### src/design/vsfg_pkg.sv
package vsfg_pkg;

  localparam int MaxSide = 64;
  localparam int SideW = $clog2(MaxSide + 1);
  localparam int IdxW = $clog2(MaxSide * MaxSide);
  localparam int CoordW = $clog2(MaxSide);
  localparam int CellsW = IdxW + 1;

  typedef enum logic [1:0] {
    MODE_BEGIN  = 2'd0,
    MODE_VOXEL  = 2'd1,
    MODE_FINISH = 2'd2,
    MODE_READ   = 2'd3
  } mode_t;

  typedef enum logic [1:0] {
    CELL_UNKNOWN = 2'd0,
    CELL_FREE    = 2'd1,
    CELL_OCC     = 2'd2,
    CELL_DRONE   = 2'd3
  } cell_t;

  localparam logic [1:0] REG_SCALE = 2'd0;
  localparam logic [1:0] REG_HALF = 2'd1;
  localparam logic [1:0] REG_CELLS = 2'd2;
  localparam logic [1:0] REG_THRESH = 2'd3;

  typedef struct packed {
    logic [15:0] cell_scale;
    logic [15:0] slice_half_thickness;
    logic [6:0]  grid_cells;
    logic [12:0] starve_level;
  } cfg_t;

endpackage

### src/design/vsfg_cfg.sv
module vsfg_cfg
  import vsfg_pkg::*;
(
  input  logic        clk,
  input  logic        rst,
  input  logic        psel,
  input  logic        penable,
  input  logic        pwrite,
  input  logic [3:0]  paddr,
  input  logic [31:0] pwdata,
  output logic [31:0] prdata,
  output cfg_t        cfg
);

  logic [1:0] sel;
  logic       hit;

  assign sel = paddr[3:2];
  assign hit = (paddr[1:0] == 2'd0);

  always_ff @(posedge clk) begin
    if (rst) begin
      cfg.cell_scale <= 16'd1280;
      cfg.slice_half_thickness <= 16'd128;
      cfg.grid_cells <= 7'd50;
      cfg.starve_level <= 13'd5;
    end else if (psel && penable && pwrite && hit) begin
      case (sel)
        REG_SCALE:  cfg.cell_scale <= pwdata[15:0];
        REG_HALF:   cfg.slice_half_thickness <= pwdata[15:0];
        REG_CELLS:  cfg.grid_cells <= pwdata[6:0];
        REG_THRESH: cfg.starve_level <= pwdata[12:0];
        default: ;
      endcase
    end
  end

  always_comb begin
    prdata = 32'd0;
    if (hit) begin
      case (sel)
        REG_SCALE:  prdata = {16'd0, cfg.cell_scale};
        REG_HALF:   prdata = {16'd0, cfg.slice_half_thickness};
        REG_CELLS:  prdata = {25'd0, cfg.grid_cells};
        REG_THRESH: prdata = {19'd0, cfg.starve_level};
        default:    prdata = 32'd0;
      endcase
    end
  end

endmodule
### config.mk
export PLATFORM = sky130hd
export DESIGN_NAME = vsfg_cfg
export DESIGN_NICKNAME = d
export VERILOG_FILES = /design/src/design/vsfg_pkg.sv /design/src/design/vsfg_cfg.sv
export SDC_FILE = /design/constraint.sdc
export NUM_CORES = 1
export LEC_CHECK = 0
export ABC_AREA = 1
export BUFFER_PORTS_ARGS = -buffer_cell sky130_fd_sc_hd__clkbuf_2
export CAP_MARGIN = 20
export CORE_MARGIN = 5
export CORE_UTILIZATION = 54
export CTS_BUF_LIST = sky130_fd_sc_hd__clkbuf_8
export DETAILED_ROUTE_END_ITERATION = 8
export PLACE_DENSITY_LB_ADDON = 0.25
export REMOVE_ABC_BUFFERS = 1
export SYNTH_ARGS = -nofsm -noshare
export SYNTH_HDL_FRONTEND = slang
export SYNTH_SLANG_ARGS = --single-unit
### constraint.sdc
create_clock -name clk -period 2 [get_ports clk]
set_clock_uncertainty 0.15 [all_clocks]
set_input_delay 0.1 -clock clk [delete_from_list [all_inputs] [get_ports clk]]
set_output_delay 0.1 -clock clk [all_outputs]
set_load 0.005 [all_outputs]
### Word-level counts from Yosys, hierarchy flattened

Index checks and enable logic that the tools add are counted.

* bits in registers: 52
* output and inout port bits: 84

* reduce and logical (&&, ||, !) cells: 9
* eq/ne operators: 3
* muxes and demuxes: 2

Operators by type and width (number)
* case mux 32 bit (4 select lines): 1
* 2-to-1 mux 32 bit: 1
* AND reduction 2 bit: 4
* equality test 2 bit, second input constant: 2
* logical NOT 2 bit: 2
* logical AND 1 bit: 3
* equality test 2 x 1 -> 1 bit, second input constant: 1

### Depth between registers and ports, before layout

Gate-level depths: netlist of run 1.

* depth in word-level cells: 4
* mapped depth: 8
* mapped depth without buffers: 6

### Worst setup path before layout of run 1

OpenSTA, ideal clock, no wires.

* kind: input to output
* start: input paddr[1]
* end: output prdata[0]
* data arrival time: 902 ps
* buffers on the path: 2
* slack: 848 ps
* stages: 5
* cell sequence: nor2_4 -> buf_2 -> buf_2 -> o21ai_0 -> a21oi_1

* word-level cells in the longest chain between the ends: 2

Ends and longest elaborated chain
* start: declaration: RTL line vsfg_cfg.sv:9 `input logic [3:0] paddr,`
* logical NOT 2 bit: RTL line vsfg_cfg.sv:19 `assign hit = (paddr[1:0] == 2'd0);`
* 2-to-1 mux 32 bit: RTL line vsfg_cfg.sv:40 `if (hit) begin`
* end: declaration: RTL line vsfg_cfg.sv:11 `output logic [31:0] prdata,`

No other way between the ends.

### Worst setup path in the final report of run 1

* start: input paddr[2]
* end: output prdata[13]

* word-level cells in the longest chain between the ends: 3
* elaborated cells on any way between the ends: 6
* those cells by class: 3 x eq/ne; 2 x mux; 1 x reduce/logical

Ends and longest elaborated chain
* equality test 2 bit, or another cell as far along: RTL line vsfg_cfg.sv:41 `case (sel)`
* case mux 32 bit (4 select lines) *: RTL line vsfg_cfg.sv:41
* 2-to-1 mux 32 bit *: RTL line vsfg_cfg.sv:40

Every way passes the cells marked *; elsewhere a longest branch is shown, timed or not. The select of a mux whose other input is x is not followed.

==> impl_metrics.ini, run 1 <==
[run_status]
outcome = finished, final reports clean

[yosys]
synthCells = 508
synth-seq-cells = 52
yosysMostFrequentCell = nand2_1
synth_top_area_frac = 0.335
synth_common_cells = 118 x nand2_1, 106 x inv_1, 66 x nor2_1
syn_avg_cell_area_um2 = 6.12
ys_warn_count = 0
synthArstFlopShare = 0
synth_area_leaders = dfxtp_1 33%, nand2_1 14%, inv_1 13%, nand4_1 10%, nor2_1 8.0%
synth_area_mm2 = 0.00311
synth_cell_types = 23
synth_edf_count = 0
synth_flop_cell = dfxtp_1
ys_seq_area_frac = 0.335
yosysTopAreaCell = dfxtp_1

[floorplanning]
die-area_mm2 = 0.00738
rows = 27
start_util = 0.561
core-area_mm2 = 0.00554
ios = 125
die_width_um = 85.9
dieHeight_um = 85.9

[setup_path]
reg2reg_to = cfg[11]
worstPathArrival_ps = 1370
endpoint_kind = output port
max_stage_delay_ps = 330
regToRegSetupSlack_ps = 1160
crit_chain = clkbuf_2, inv_1, nor2_4, buf_4, nand2_1, a21oi_1, clkbuf_2
reg2reg_from = cfg[11]
cp_slowest_cell = nor2_4
crit_fanout = 14
crit_top_cell = clkbuf_2
critical_path_class = input port to output port
critPathLaunchType = input port
reg2regPathDepth = 4
required_ps = 1750

[timing]
slew_viol_final = 0
period_minus_slack_ps = 1620
fmax_mhz = 617
rsz0062_at_grt = no
setup_viol = 0
finalHoldViolations = 0
min_period_over_period = 0.811

[grt]
grt_max_degree = 42
antenna_found_initial = 0
grt-ovfl-total = 0
track_usage = 0.233
grt_pass1_vias = 3043
grt_pass1_wl_mm = 14.1

[placed_design]
dp_hpwl_mm = 5.89
placed_cell_area_mm2 = 0.00357
gp_congestion = 0.838
portBuffers = 92
dp.cells = 656

[clocking]
clock_path_buffers = 2
clock_latency_ps = 300
cts_buffers = 5
cts_setup_buffers = 0
cts_root_buffer = clkbuf_8
clkTransAtPathRegs_ps = 90
cts_sinks = 52
cts_tree = done
htreeDepth = 2

[final_layout]
final_cells = 676
final_nets = 644
diodes = 0
largestRegisters = cfg (52)
largest_register_ffs = 52
area_growth_pct = 21.6
regMostFlops = cfg
final_util = 0.683
fin_area_mm2 = 0.00378
final_layout_size_suffix_gt1_frac = 0.228

[detailed_routing]
post_drt_wl_per_cell_um = 12.4
vias = 3327
remaining_drc_errors = 0
ant_nets = 0
initialDrtViolationCount = 262
via_per_inst = 4.92
drt_first_pass_iters = 5
wirelength_mm = 8.41

[power]
power.density_mw_per_mm2 = 514
total_power_mw = 1.94
ir_worst_vdd_mv = 0.344
p_leak_nw = 2.08

[flow_run]
maxCapViolCount = 0

[min_path]
min_to = cfg[48]
hold_start = pwdata[12]
hp-class = input port to flip-flop
holdPathStages = 5
## logic make-up (layout without fill, tap and decap cells)
logic type | count (synthesis) | in the layout | share of synthesized area
flops | 52 | 52 | 0.335
other cells | 1 | 16 | 0.00121
simple gates | 256 | 256 | 0.376
buf+inv | 168 | 249 | 0.237
compound gates | 31 | 31 | 0.0515
## worst max-delay path, delay by kind of cell
kind / cells / cell delay [ps]
AO/OA/AOI/OAI: 1 / 130
buffers and inverters: 4 / 760
AND/OR/NAND/NOR: 2 / 380
## layout make-up
class	instances	area [um2]
Clock buffer	6	82.6
Clock inverter	2	7.51
Fill cell	497	1760
Inverter	122	458
Multi-Input combinational cell	303	1400
Sequential cell	52	1040
Tap cell	72	90.1
Timing Repair Buffer	119	706
## power by group
group / total [mW] / internal [mW] / switching, mW
clock network: 0.615 / 0.273 / 0.342
logic: 0.282 / 0.0985 / 0.183
registers: 1.05 / 1.04 / 0.00544
## per-stage QoR
stage / hold slack, ps / setup WS, ps / TNS, ps
after floorplan: 121 / -1110 / -49710
after global placement: 224 / 317 / 0
after detailed placement: 239 / 261 / 0
after CTS: 1.11 / 402 / 0
after global routing: 22.9 / 278 / 0
final: 0.142 / 378 / 0
## cell usage in the layout, fill, tap and decap left out
master,n
nand2_1,118
inv_1,108
clkbuf_2,92
nor2_1,65
nand4_1,52
dfxtp_1,52
conb_1,16
inv_2,15
a21oi_1,14
buf_4,14
dlygate4sd3_1,12
o21ai_1,8
nand3_1,8
o21ai_0,7
clkbuf_8,6
nor2_4,4
nor3_1,3
nand3_2,3
o211ai_1,2
nand2_4,1
nor2_2,1
nand3_4,1
clkinv_1,1
buf_12,1
## worst max path at each step
| stage | from | end | slack [ps] | depth (start not counted) |
|---|---|---|---|---|
| after floorplan | psel | cfg[27] | -1110 | 5 |
| after global placement | paddr[3] | cfg[2] | 320 | 6 |
| after detailed placement | paddr[3] | cfg[11] | 260 | 7 |
| after CTS | paddr[2] | prdata[13] | 400 | 7 |
| after global routing | paddr[3] | prdata[0] | 280 | 7 |
| final | paddr[2] | prdata[13] | 380 | 7 |
## metal layers
| layer | part of all wire | track usage |
|---|---|---|
| met5 | 0 | 0 |
| met1 | 0.41 | 0.302 |
| met4 | 0.016 | 0.0633 |
| met3 | 0.080 | 0.0480 |
| met2 | 0.49 | 0.392 |
## repair_timing
| action | 4_1_cts | 5_1_grt |
|---|---|---|
| hold endpoints to repair | 13 | 0 |
| hold buffers | 12 | 0 |
| gates resized for setup | 0 | 0 |
No activity file was read; power rests on OpenSTA's default activity.
==> run 2: changes to the inputs <==
--- a/config.mk
+++ b/config.mk
@@ -5,11 +5,11 @@
 export SDC_FILE = /design/constraint.sdc
 export NUM_CORES = 1
 export LEC_CHECK = 0
-export ABC_AREA = 1
+export ABC_AREA = 0
 export BUFFER_PORTS_ARGS = -buffer_cell sky130_fd_sc_hd__clkbuf_2
 export CAP_MARGIN = 20
 export CORE_MARGIN = 5
-export CORE_UTILIZATION = 54
+export CORE_UTILIZATION = 49
 export CTS_BUF_LIST = sky130_fd_sc_hd__clkbuf_8
 export DETAILED_ROUTE_END_ITERATION = 8
 export PLACE_DENSITY_LB_ADDON = 0.25
==> constraint.sdc (replaced) <==
create_clock -name clk -period 1.6 [get_ports clk]
set_clock_uncertainty 0.15 [all_clocks]
set_input_delay 0.08 -clock clk [delete_from_list [all_inputs] [get_ports clk]]
set_output_delay 0.08 -clock clk [all_outputs]
set_load 0.005 [all_outputs]
==> run 2 against run 1 <==
Compared with the run above: worst setup slack got worse by 370 ps; die area decreased by 1.4%; first-iteration DRC count decreased by 67%; critical path depth decreased by 4; sequential power increased by 24%.
==> impl_metrics.ini, run 2 <==
[setup_path]
timing.critical_path.buf_inv = 1
crit_fanout = 3
cp_slowest_cell = mux4_2
critPathLaunchType = flip-flop
required_ps = 1370
setup.worst_path.start = cfg[2]
crit_chain = mux4_2, and2_1, clkbuf_2
endpoint_kind = output port
max_stage_delay_ps = 450
crit_family = multiplexers
worstPathArrival_ps = 1360
reg2reg_from = cfg[0]
critical_path_class = flip-flop to output port

[detailed_routing]
ant_nets = 0
wirelength_mm = 6.76
via_per_inst = 4.92
vias = 2275
post_drt_wl_per_cell_um = 14.6
drt_first_pass_iters = 4
initialDrtViolationCount = 86
remaining_drc_errors = 0

[placed_design]
dp_hpwl_mm = 4.92
gp_congestion = 0.766
placed_cell_area_mm2 = 0.00322
portBuffers = 92
pre_cts_slack_ps = 102

[floorplanning]
start_util = 0.505
ios = 125
die_width_um = 85.3
rows = 27
core-area_mm2 = 0.00551
die-area_mm2 = 0.00728
dieHeight_um = 85.3

[yosys]
ys_warn_count = 0
synth_common_cells = 60 x nand2b_1, 58 x mux2i_1, 52 x dfxtp_1
synth_top_area_frac = 0.375
yosysMostFrequentCell = nand2b_1
ys_seq_area_frac = 0.375
yosysTopAreaCell = dfxtp_1
synth_flop_cell = dfxtp_1
synth_edf_count = 0
synth-compound-area-share = 0.0189
synthCells = 278
synth-xor-area-share = 0
synth-seq-cells = 52
synth_area_mm2 = 0.00278
muxShareOfSynthArea = 0.266
synth_cell_types = 26
synthArstFlopShare = 0
synth_area_leaders = dfxtp_1 37%, mux2i_1 21%, nand2b_1 14%, mux4_2 5.7%, buf_4 4.9%
syn_avg_cell_area_um2 = 10.0
synth_top_family_by_area = multiplexers
synth_fa_ha_area_frac = 0
synth-simple-area-share = 0.239

[grt]
grt_use_met3 = 0.0456
antenna_found_initial = 0
grt_max_degree = 77
grt_use_met2 = 0.299
top_usage_layer = met2
track_usage = 0.180
grt-ovfl-total = 0
grt_pass1_vias = 2153
grt_pass1_wl_mm = 10.6
gr-usage-met1 = 0.233

[timing]
fmax_mhz = 627
slew_viol_final = 0
period_minus_slack_ps = 1590
finalWorstSetupSlack_ps = 5.06
finalHoldViolations = 0
rsz0062_at_grt = yes
setup_viol = 0
min_period_over_period = 0.997

[final_layout]
nFillCells = 477
final_nets = 430
final_common_cell = clkbuf_2
largestRegisters = cfg (52)
final_cell_mix = 92 x clkbuf_2, 60 x nand2b_1, 58 x mux2i_1
largest_register_ffs = 52
diodes = 0
regMostFlops = cfg
area_growth_pct = 28.2
final_layout_size_suffix_gt1_frac = 0.433
final_util = 0.647
fin_area_mm2 = 0.00356

[power]
p_leak_nw = 1.72
ir_worst_vdd_mv = 0.389
power.density_mw_per_mm2 = 656

[clocking]
clock_latency_ps = 300
clkTransAtPathRegs_ps = 90
cts_buffers = 5
clock_path_buffers = 2
cts_root_buffer = clkbuf_8
htreeDepth = 2
cts_sinks = 52
cts_tree = done

[flow_run]
maxCapViolCount = 0

[min_path]
hold_start = pwrite
hp-class = input port to flip-flop

[run_status]
outcome = finished, final reports clean
-- run 2: changes by cell type in the layout (fill, tap and decap cells not counted), moves of 8 or more --
| cell | change |
|---|---|
| nand4_1 | -52 |
| mux2i_1 | +58 |
| inv_2 | -15 |
| nand2b_1 | +60 |
| inv_1 | -108 |
| nor2_1 | -46 |
| a21oi_1 | -10 |
| dfxtp_2 | +23 |
| dfxtp_1 | -23 |
| o21ai_1 | -8 |
| nand2_1 | -112 |
-- run 2: kinds of logic (layout without fill, tap and decap cells) --
kind of cell    Yosys count  in the layout
simple gates            113            113
mux                      65             65
flops                    52             52
buf+inv                  38            135
compound gates            9              9
other cells               1             16
-- run 2: tightest hold or removal path, stage by stage --
cell and delay [ps]:
clkbuf_2 90, nand3_1 220, mux2i_1 110
-- run 2: worst paths after layout --
path                to  slack (ps)  depth (start not counted)
min            cfg[13]         100                          3
max reg2reg     cfg[0]         720                          3
max          prdata[2]           5                          3
min reg2reg    cfg[32]         340                          2
-- run 2: metrics by stage --
step                      std cells  hold WS [ps]  power, mW  TNS (ps)
after CTS                       457          95.1       2.35     -4.69
after floorplan                 255          86.3       1.44         0
after detailed placement        432           219       1.57         0
after global routing            462           114       2.43     -54.0
after global placement          432           202       1.56         0
final                           462          96.4       2.34         0
-- run 2: final cells by class --
type / instances / area, um2 / area share
Clock inverter: 2 / 10.0 / 0.00281
Clock buffer: 6 / 82.6 / 0.0232
Sequential cell: 52 / 1070 / 0.300
Tap cell: 72 / 90.1 / 0.0253
Timing Repair Buffer: 127 / 776 / 0.218
Multi-Input combinational cell: 203 / 1530 / 0.431
-- run 2: where the power goes --
group	internal (mW)	total, mW	switching, mW
Sequential	1.30	1.30	0.00415
Combinational	0.140	0.270	0.130
Clock	0.346	0.764	0.418
Total	1.78	2.34	0.552
-- run 2: metal layers --
| layer | share of wire | wire length, um | vias to the layer above |
|---|---|---|---|
| li1 | - | - | 1115 |
| met5 | 0 | 0 | - |
| met3 | 0.084 | 566 | 5 |
| met4 | 0.0065 | 44 | 0 |
| met2 | 0.48 | 3220 | 79 |
| met1 | 0.43 | 2930 | 1076 |
-- run 2: what timing repair did --
item,in CTS,in global routing
resized for setup,4,26
setup endpoints to repair,3,11
pin swaps,0,6
endpoints found under the hold margin,52,0
buffers inserted,1,5
hold buffers,16,0
==> run 3: changes to the inputs <==
--- a/config.mk
+++ b/config.mk
@@ -5,11 +5,11 @@
 export SDC_FILE = /design/constraint.sdc
 export NUM_CORES = 1
 export LEC_CHECK = 0
-export ABC_AREA = 0
+export ABC_AREA = 1
 export BUFFER_PORTS_ARGS = -buffer_cell sky130_fd_sc_hd__clkbuf_2
 export CAP_MARGIN = 20
 export CORE_MARGIN = 5
-export CORE_UTILIZATION = 49
+export CORE_UTILIZATION = 50
 export CTS_BUF_LIST = sky130_fd_sc_hd__clkbuf_8
 export DETAILED_ROUTE_END_ITERATION = 8
 export PLACE_DENSITY_LB_ADDON = 0.25
==> run 3 against run 2 <==
Compared with the run above: count of clock-buffer cells in the layout unchanged; highest routed layer unchanged; global-route usage up 4.4 points; sequential share of layout area down 3.2 points; sequential power about the same; die area up 8.5%; worst hold slack worse by 79 ps; combinational power up 40%; critical path depth up 2; via count up 46%; total power up 5.0%; flip-flop and latch count unchanged; non-clock buffer count down 4.
==> impl_metrics.ini, run 3 (same netlist as run 1, synthesis figures left out) <==
[setup_path]
critical_path_class = flip-flop to output port
reg2reg_to = cfg[7]
required_ps = 1370
regToRegSetupSlack_ps = 730
reg2reg_from = cfg[7]
crit_fanout = 3
worstPathArrival_ps = 1230
critPathLaunchType = flip-flop
reg2regPathDepth = 4
endpoint_kind = output port
setup.worst_path.start = cfg[18]

[floorplanning]
core-area_mm2 = 0.00599
rows = 28
ios = 125
start_util = 0.519
die-area_mm2 = 0.00790
dieHeight_um = 88.9
die_width_um = 88.9

[placed_design]
dp_hpwl_mm = 6.03
placed_cell_area_mm2 = 0.00363
pre_cts_slack_ps = 9.85
portBuffers = 92
gp_congestion = 0.807

[detailed_routing]
ant_nets = 0
vias = 3314
via_per_inst = 4.85
drt_first_pass_iters = 4
wirelength_mm = 8.53
remaining_drc_errors = 0
initialDrtViolationCount = 273
post_drt_wl_per_cell_um = 12.5

[final_layout]
final_common_cell = nand2_1
final_layout_size_suffix_gt1_frac = 0.230
nFillCells = 567
area_growth_pct = 24.6
regMostFlops = cfg
regArea_mm2 = 0.00104
multi_input_area_mm2 = 0.00140
final_nets = 648
largest_register_ffs = 52
largestRegisters = cfg (52)
final_util = 0.647
diodes = 0
fin_area_mm2 = 0.00388
final_cell_mix = 117 x nand2_1, 108 x inv_1, 92 x clkbuf_2

[grt]
grt_max_degree = 53
grt_pass1_wl_mm = 14.0
grt_pass1_vias = 3045
track_usage = 0.225
antenna_found_initial = 0
grt-ovfl-total = 0

[power]
p_int_mw = 1.79
p_leak_nw = 2.11
power_frac_comb = 0.154
power.density_mw_per_mm2 = 633
clkPwrFrac = 0.313
ir_worst_vdd_mv = 0.429
total_power_mw = 2.45
power.net_switching_mw = 0.666
sw_frac_of_total = 0.271
seqPwrFrac = 0.534

[min_path]
min_to = cfg[42]
holdPathStages = 5
hp-class = input port to flip-flop
hold_start = pwdata[6]

[clocking]
cts_tree = done
htreeDepth = 2
cts_root_buffer = clkbuf_8
cts_buffers = 5
clock_path_buffers = 2
cts_sinks = 52
clock_latency_ps = 300
clkTransAtPathRegs_ps = 90
cts_setup_buffers = 0

[flow_run]
maxCapViolCount = 0

[timing]
setup_viol = 0
min_period_over_period = 0.913
period_minus_slack_ps = 1460
fmax_mhz = 684
slew_viol_final = 0
totalNegativeSetupSlack_ps = 0
finalHoldViolations = 0
finalWorstSetupSlack_ps = 139
rsz0062_at_grt = no

[run_status]
outcome = finished, final reports clean
[run 3: how the worst max path moves through the flow]
stage | cells after the start | endpoint | slack (ps)
6_report | 5 | prdata[5] | 140
5_1_grt | 5 | prdata[0] | 60
4_1_cts | 7 | prdata[5] | 140
3_5_place_dp | 7 | cfg[7] | 10
3_3_place_gp | 7 | cfg[6] | 110
2_1_floorplan | 5 | cfg[27] | -1490
[run 3: metal layers]
metal / vias up / track usage / wire length (um)
li1: 1699 / - / -
met2: 145 / 0.373 / 4060
met1: 1464 / 0.293 / 3540
met5: - / 0 / 0
met3: 6 / 0.0512 / 863
met4: 0 / 0.0591 / 65
[run 3: power by group through the flow]
| stage | registers [mW] | clock network (mW) | logic [mW] |
|---|---|---|---|
| 2_1_floorplan | 1.34 | 0 | 0.178 |
| 3_3_place_gp | 1.34 | 0 | 0.341 |
| 3_5_place_dp | 1.34 | 0 | 0.345 |
| 4_1_cts | 1.31 | 0.783 | 0.374 |
| 5_1_grt | 1.31 | 0.835 | 0.420 |
| 6_report | 1.31 | 0.767 | 0.377 |
[run 3: final cells by class]
type	count	area share
multi-input combinational	303	0.361
sequential	52	0.269
timing repair buffer	123	0.205
inverter	122	0.118
tap	75	0.0242
clock buffer	6	0.0213
clock inverter	2	0.00194
[run 3: timing repair]
action | in CTS | in global routing
gates resized for setup | 0 | 1
hold buffers | 15 | 0
endpoints found under the hold margin | 27 | 0
setup endpoints to repair | 0 | 1
[run 3: critical path, stage by stage, from the launching register on]
cell and delay [ps]:
dfxtp_1 380, inv_1 50, a21oi_1 130, nor3_1 80, nor2_1 150, clkbuf_2 140
[run 3: through the flow]
stage | instances | hold WS, ps
finish | 683 | 17.4
global route | 683 | 55.7
CTS | 683 | 10.9
detailed placement | 660 | 224
global placement | 660 | 214
floorplan | 477 | 101
